$ cat src/sv/fixed_point_q24_8_alu_defines.svh
// Assertion macros used by the ALU top module.
`ifndef FIXED_POINT_Q24_8_ALU_DEFINES_SVH
`define FIXED_POINT_Q24_8_ALU_DEFINES_SVH

// A condition that holds at every clock edge outside reset.
`define FXA_ASSERT_ALWAYS(lbl, cond, msg) \
  lbl: assert property (@(posedge clk) disable iff (rst) (cond)) else $error(msg);

// An implication checked at every clock edge outside reset.
`define FXA_ASSERT_IMPL(lbl, ante, cons, msg) \
  lbl: assert property (@(posedge clk) disable iff (rst) (ante) |-> (cons)) else $error(msg);

// An implication checked at every clock edge, reset included.
`define FXA_ASSERT_RST(lbl, ante, cons, msg) \
  lbl: assert property (@(posedge clk) (ante) |-> (cons)) else $error(msg);

`endif

$ cat src/sv/fxa_pkg.sv
package fxa_pkg;

  localparam int FRAC_BITS = 8;
  // Quotient bits kept by the divider: 2^33 and above is certain overflow.
  localparam int QW = 33;
  // Partial remainder width, large enough for the scaled dividend and divisor << QW.
  localparam int RW = 66;
  localparam int DIV_STAGES = QW;

  typedef enum logic [3:0] {
    OP_ADD      = 4'd0,
    OP_SUB      = 4'd1,
    OP_MUL      = 4'd2,
    OP_DIV      = 4'd3,
    OP_CMP      = 4'd4,
    OP_MIN      = 4'd5,
    OP_MAX      = 4'd6,
    OP_INC      = 4'd7,
    OP_DEC      = 4'd8,
    OP_FROM_INT = 4'd9,
    OP_TO_INT   = 4'd10
  } op_e;

  typedef enum logic [1:0] {
    ST_OK   = 2'd0,
    ST_DIV0 = 2'd1,
    ST_OVF  = 2'd2
  } status_e;

  localparam logic [31:0] SAT_MAX = 32'h7fff_ffff;
  localparam logic [31:0] SAT_MIN = 32'h8000_0000;

  // Per-item control and the result of every operation but divide.
  typedef struct packed {
    logic [3:0]  op;
    logic        neg;
    logic        bzero;
    logic [31:0] res;
    logic [1:0]  st;
    logic        lt;
    logic        eq;
    logic        gt;
  } ctl_t;

  // Everything one divider stage holds.
  typedef struct packed {
    ctl_t          ctl;
    logic [RW-1:0] rem;
    logic [QW-1:0] e;
    logic [QW-1:0] q;
    logic          ovf;
  } dstage_t;

  typedef struct packed {
    logic [31:0] res;
    logic        ovf;
  } sat_t;

  // Clamp a signed 64-bit value to the signed 32-bit range.
  function automatic sat_t sat64(input logic signed [63:0] v);
    sat_t s;
    s.ovf = 1'b1;
    if (v > 64'sd2147483647) begin
      s.res = SAT_MAX;
    end else if (v < -64'sd2147483648) begin
      s.res = SAT_MIN;
    end else begin
      s.res = v[31:0];
      s.ovf = 1'b0;
    end
    return s;
  endfunction

  // Give an unsigned magnitude its sign, clamping to the 32-bit range.
  function automatic sat_t sign_sat(input logic [64:0] m, input logic neg);
    sat_t s;
    s.ovf = 1'b0;
    if (neg) begin
      if (m > 65'h0_8000_0000) begin
        s.res = SAT_MIN;
        s.ovf = 1'b1;
      end else begin
        s.res = ~m[31:0] + 32'd1;
      end
    end else begin
      if (m > 65'h0_7fff_ffff) begin
        s.res = SAT_MAX;
        s.ovf = 1'b1;
      end else begin
        s.res = m[31:0];
      end
    end
    return s;
  endfunction

endpackage

$ cat src/sv/fxa_front.sv
module fxa_front
  import fxa_pkg::*;
(
  input  logic               clk,
  input  logic               rst,
  input  logic               en,
  input  logic               item_valid,
  input  logic [3:0]         opcode,
  input  logic signed [31:0] operand_a,
  input  logic signed [31:0] operand_b,
  output logic               valid,
  output dstage_t            data
);

  logic [2:0]  vld;
  ctl_t        ctl1, ctl2, ctl1_next;
  logic [31:0] mag_a, mag_b;
  logic [63:0] prod;
  logic [RW-1:0] dvd;
  logic [QW-1:0] dvs;

  logic signed [63:0] a64, b64;
  sat_t s1;
  logic [64:0] mround;
  sat_t smul;
  dstage_t data_next;

  assign a64 = {{32{operand_a[31]}}, operand_a};
  assign b64 = {{32{operand_b[31]}}, operand_b};

  always_comb begin
    s1 = '{res: 32'd0, ovf: 1'b0};
    unique case (opcode)
      OP_ADD:      s1 = sat64(a64 + b64);
      OP_SUB:      s1 = sat64(a64 - b64);
      OP_MIN:      s1.res = (operand_a > operand_b) ? operand_b : operand_a;
      OP_MAX:      s1.res = (operand_a > operand_b) ? operand_a : operand_b;
      OP_INC:      s1 = sat64(a64 + 64'sd1);
      OP_DEC:      s1 = sat64(a64 - 64'sd1);
      OP_FROM_INT: s1 = sat64(a64 <<< FRAC_BITS);
      OP_TO_INT:   s1.res = operand_a >>> FRAC_BITS;
      default:     s1 = '{res: 32'd0, ovf: 1'b0};
    endcase
    ctl1_next.op    = opcode;
    ctl1_next.neg   = operand_a[31] ^ operand_b[31];
    ctl1_next.bzero = (operand_b == 32'sd0);
    ctl1_next.res   = s1.res;
    ctl1_next.st    = s1.ovf ? ST_OVF : ST_OK;
    ctl1_next.lt    = operand_a < operand_b;
    ctl1_next.eq    = operand_a == operand_b;
    ctl1_next.gt    = operand_a > operand_b;
  end

  // Multiply rounding: add half an LSB to the magnitude, then drop the fraction.
  assign mround = ({1'b0, prod} + (65'd1 << (FRAC_BITS - 1))) >> FRAC_BITS;
  assign smul   = sign_sat(mround, ctl2.neg);

  always_comb begin
    data_next.ctl = ctl2;
    if (ctl2.op == OP_MUL) begin
      data_next.ctl.res = smul.res;
      data_next.ctl.st  = smul.ovf ? ST_OVF : ST_OK;
    end
    data_next.rem = dvd;
    data_next.e   = dvs;
    data_next.q   = '0;
    data_next.ovf = dvd >= {dvs, {QW{1'b0}}};
  end

  always_ff @(posedge clk) begin
    if (rst) begin
      vld <= '0;
    end else if (en) begin
      vld <= {vld[1:0], item_valid};
    end
  end

  always_ff @(posedge clk) begin
    if (en) begin
      ctl1  <= ctl1_next;
      mag_a <= operand_a[31] ? (~operand_a + 32'd1) : operand_a;
      mag_b <= operand_b[31] ? (~operand_b + 32'd1) : operand_b;

      ctl2 <= ctl1;
      prod <= mag_a * mag_b;
      // Rounded quotient is (2*|a|*2^F + |b|) / (2*|b|).
      dvd  <= ({34'd0, mag_a} << (FRAC_BITS + 1)) + {34'd0, mag_b};
      dvs  <= {mag_b, 1'b0};

      data <= data_next;
    end
  end

  assign valid = vld[2];

endmodule

$ cat config.mk
export PLATFORM = sky130hd
export DESIGN_NAME = fxa_front
export DESIGN_NICKNAME = d
export VERILOG_FILES = /design/src/sv/fixed_point_q24_8_alu_defines.svh /design/src/sv/fxa_pkg.sv /design/src/sv/fxa_front.sv
export SDC_FILE = /design/constraint.sdc
export NUM_CORES = 2
export LEC_CHECK = 0
export ABC_AREA = 1
export BUFFER_PORTS_ARGS = -buffer_cell sky130_fd_sc_hd__buf_2
export CAP_MARGIN = 20
export CORE_ASPECT_RATIO = 1.5
export CORE_MARGIN = 5
export CORE_UTILIZATION = 40
export DETAILED_ROUTE_END_ITERATION = 8
export PLACE_DENSITY = 0.64
export SETUP_SLACK_MARGIN = 0.3
export SYNTH_ARGS = -nofsm -noshare
export SYNTH_HDL_FRONTEND = slang
export SYNTH_SLANG_ARGS = --single-unit
$ cat constraint.sdc
create_clock -name clk -period 15.8 [get_ports clk]
set_clock_uncertainty 0.15 [all_clocks]
set_input_delay 4.74 -clock clk [delete_from_list [all_inputs] [get_ports clk]]
set_output_delay 4.74 -clock clk [all_outputs]
set_load 0.03 [all_outputs]
==> metrics.md <==
| Metric | Value |
|---|---|
| Status | `finished clean` |
| Max Slew Vio Count | `0` |
| YS warnings | `0` |
| Register area share after synthesis | `between 10% and 20%` |
| CTS tree | `yes` |
| Area of the multi-input gates | `roughly 42000 um^2` |
| Fillers | `16100` |
| Async set-reset flop share out of synthesis | `0%` |
| Pre-Repair DR Iteration Count | `6` |
| WP data arrival | `around 9200 ps` |
| Min-Delay Path Depth | `0` |
| Worst slew margin | `between 20 and 25%` |
| R2R Path Start | `mag_a[14]` |
| TritonCTS buffer count | `42` |
| Avg WL per Cell | `24.0 um` |
| Post-route setup TNS | `0 ps` |
| Detail Route Antenna Nets | `0` |
| Final hold violations | `0` |
| Fmax | `between 100 and 150 MHz` |
| Crit end category | `register` |
| Synth Cell Area | `around 63000 um^2` |
| Maxcap violations | `0` |
| Setup violators final | `0` |
| DR vias/cell | `about 5.2` |
| Fin area | `a little under 70000 um^2` |
| DRT iter0 DRCs | `4199` |
| Actual slew at the worst max-slew pin | `1120 ps` |
| Synth Flop Type | `edfxtp_1` |
| Clock Path Buffers | `3` |
| Synth cell count leaders | `nand2_1, inv_1, fa_1` |
| Post-cts sizing count | `0` |
| Top-count cell post-synth | `nand2_1` |
| R2R depth | `27` |
| # IOs | `approximately 250` |
| Initial antenna violation count | `9` |
| Post-synth top area share | `28.5%` |
| CTS clk-pin slew, worst paths | `about 70 ps` |
| Crit start category | `input port` |
| WHS | `roughly 230 ps` |
| Top cells by area, synth | `fa_1, edfxtp_1, nand2_1, inv_1, ha_1` |
| FF+latch area | `around 11000 um^2` |
| Mapped Avg Cell Area | `~7.5 um^2` |
| R2R Path End | `prod[55]` |
| Vias | `54700` |
| Port bufs | `between 150 and 200` |
| Final GP Congestion | `between 1 and 1.5` |
| EDFF count, synth | `roughly 380` |
| Hold endpoint | `ctl2[0]` |
| Initial Utilization | `roughly 40%` |
| Worst skew pair latency | `between 600 and 700 ps` |
| Crit-path max FO | `64` |
| H-tree depth | `2` |
| Grt ovf | `0` |
| Reg2Reg Setup Slack | `approximately 7100 ps` |
| Clk root buf | `clkbuf_16` |
| Chip width | `~330 um` |
| Hold wc startpoint | `ctl1[0]` |
| Critical path required time | `roughly 16000 ps` |
| DRC | `0` |
| Sink Count | `381` |
| Pin count of the biggest net entering global routing | `roughly 160` |
| # nets final | `around 9700` |
| Post-CTS Setup Inserts | `0` |
| Dpl hpwl | `between 200 and 250 mm` |
| Core Box Area | `~160000 um^2` |
| Unique cell type count in the Yosys netlist | `53` |
| Layout cells sized above 1 | `~5.4%` |
| First-pass GRT wire length | `approximately 370 mm` |
| Worst hold path class | `register to register` |
| Hold Buf Count CTS | `0` |
| DIE HEIGHT | `between 400 and 500 um` |
| Crit share post-route | `roughly 56%` |
| Area grow syn2layout | `6.65%` |
| Synth area leader | `fa_1` |
| Area after DPL | `around 66000 um^2` |
| Setup Crit Path Kind | `input port to register` |
| Tmin final | `a little under 9000 ps` |
| Row count | `between 150 and 200` |
| Vias in the first global route | `58300` |
| Yosys reg bits | `381` |
| Cells after Synth | `around 8400` |
| Final Routed Wirelength | `approximately 250 mm` |
| Die area | `between 150000 and 200000 um^2` |
| Gr usage total | `approximately 30%` |
| RSZ-0062 raised after global routing | `false` |
==> cells by family (layout without fill, tap and decap cells) <==
group | after synthesis | count (layout) | synth area share, %
DFF | 381 | 381 | 18.1
buffers and inverters | 2441 | 2409 | 15.1
other | 1 | 62 | 0.00594
and+or+nand+nor | 3393 | 3393 | 21.9
AOI/OAI and AO/OA | 648 | 648 | 5.92
xor gates and xnor gates | 233 | 233 | 3.26
adders and majority gates | 1261 | 1261 | 35.7
==> worst max-delay path, cell delays in order <==
cell and delay, ps:
buf_2 110, inv_1 380, buf_4 300, ha_1 410, inv_1 470, nor2_1 140
nand2_1 120, nor2_1 60, nor2_1 180, nand3_1 170, nand3_4 470, buf_4 610
clkinv_1 500, nand2_1 160, nand3_1 80, nand3_1 110, nor2_1 50, nand3_1 80
==> registers in the layout, summed over array words and instances (netlist names) <==
name	cells
ctl1	42
ctl2	42
data	108
dvd	33
dvs	32
mag_a	32
mag_b	32
prod	57
vld	3
==> cell type report <==
type / instances / share of cell area (%)
sequential: 381 / 17.0
multi-input combinational: 5594 / 63.0
inverter: 2049 / 11.4
clock inverter: 33 / 0.645
timing repair buffer: 282 / 2.49
clock buffer: 45 / 1.58
tap: 2070 / 3.85
antenna: 3 / 0.0112
==> layer usage <==
layer	GRT usage, %	vias to the layer above	wire length [um]
met5	0	-	29
met4	20.0	4	21100
met3	4.61	750	15300
met2	54.8	2253	127000
met1	32.0	26900	86700
li1	-	24800	-
==> cells in the final DEF, fill, tap and decap left out, types with 10 or more instances in the layout <==
cell type and instances:
nand4_1 56, buf_2 188, fa_1 898, o21bai_1 29
nor3_2 13, nor2_2 17, or2_2 28, o21ai_0 202
nor4_1 23, nand2_2 13, a21oi_1 234, ha_1 363
o21a_1 17, nand2_1 2250, nand3_1 311, a31oi_1 43
conb_1 59, nor3_1 58, o211ai_1 62, a32oi_1 11
a21boi_0 10, nand3b_1 18, edfxtp_1 378, inv_1 2037
nor2_1 578, buf_4 90, xor2_1 198, clkbuf_16 42
a21o_1 14, xnor2_1 34
==> stage by stage <==
| step | util (%) | std cells | setup slack [ps] |
|---|---|---|---|
| detailed placement | 41.9 | 10400 | 6380 |
| global placement | 41.9 | 10400 | 6370 |
| CTS | 42.9 | 10500 | 7010 |
| finish | 42.9 | 10500 | 6910 |
| floorplan | - | 8416 | 8290 |
| global route | 42.9 | 10500 | 6660 |
==> worst max-delay path by stage <==
stage                       start        to  slack (ps)  cells past startpoint
finish              operand_b[31]  ctl1[14]        6910                     18
global route        operand_b[31]  ctl1[14]        6660                     18
global placement    operand_b[31]  ctl1[13]        6370                     18
CTS                 operand_b[31]  ctl1[14]        7010                     18
detailed placement  operand_b[31]  ctl1[13]        6380                     18
floorplan            operand_a[0]  ctl1[33]        8290                     20
Power is not shown: default switching activity piles up to over one toggle a cycle in this logic, so the estimate is an artifact.
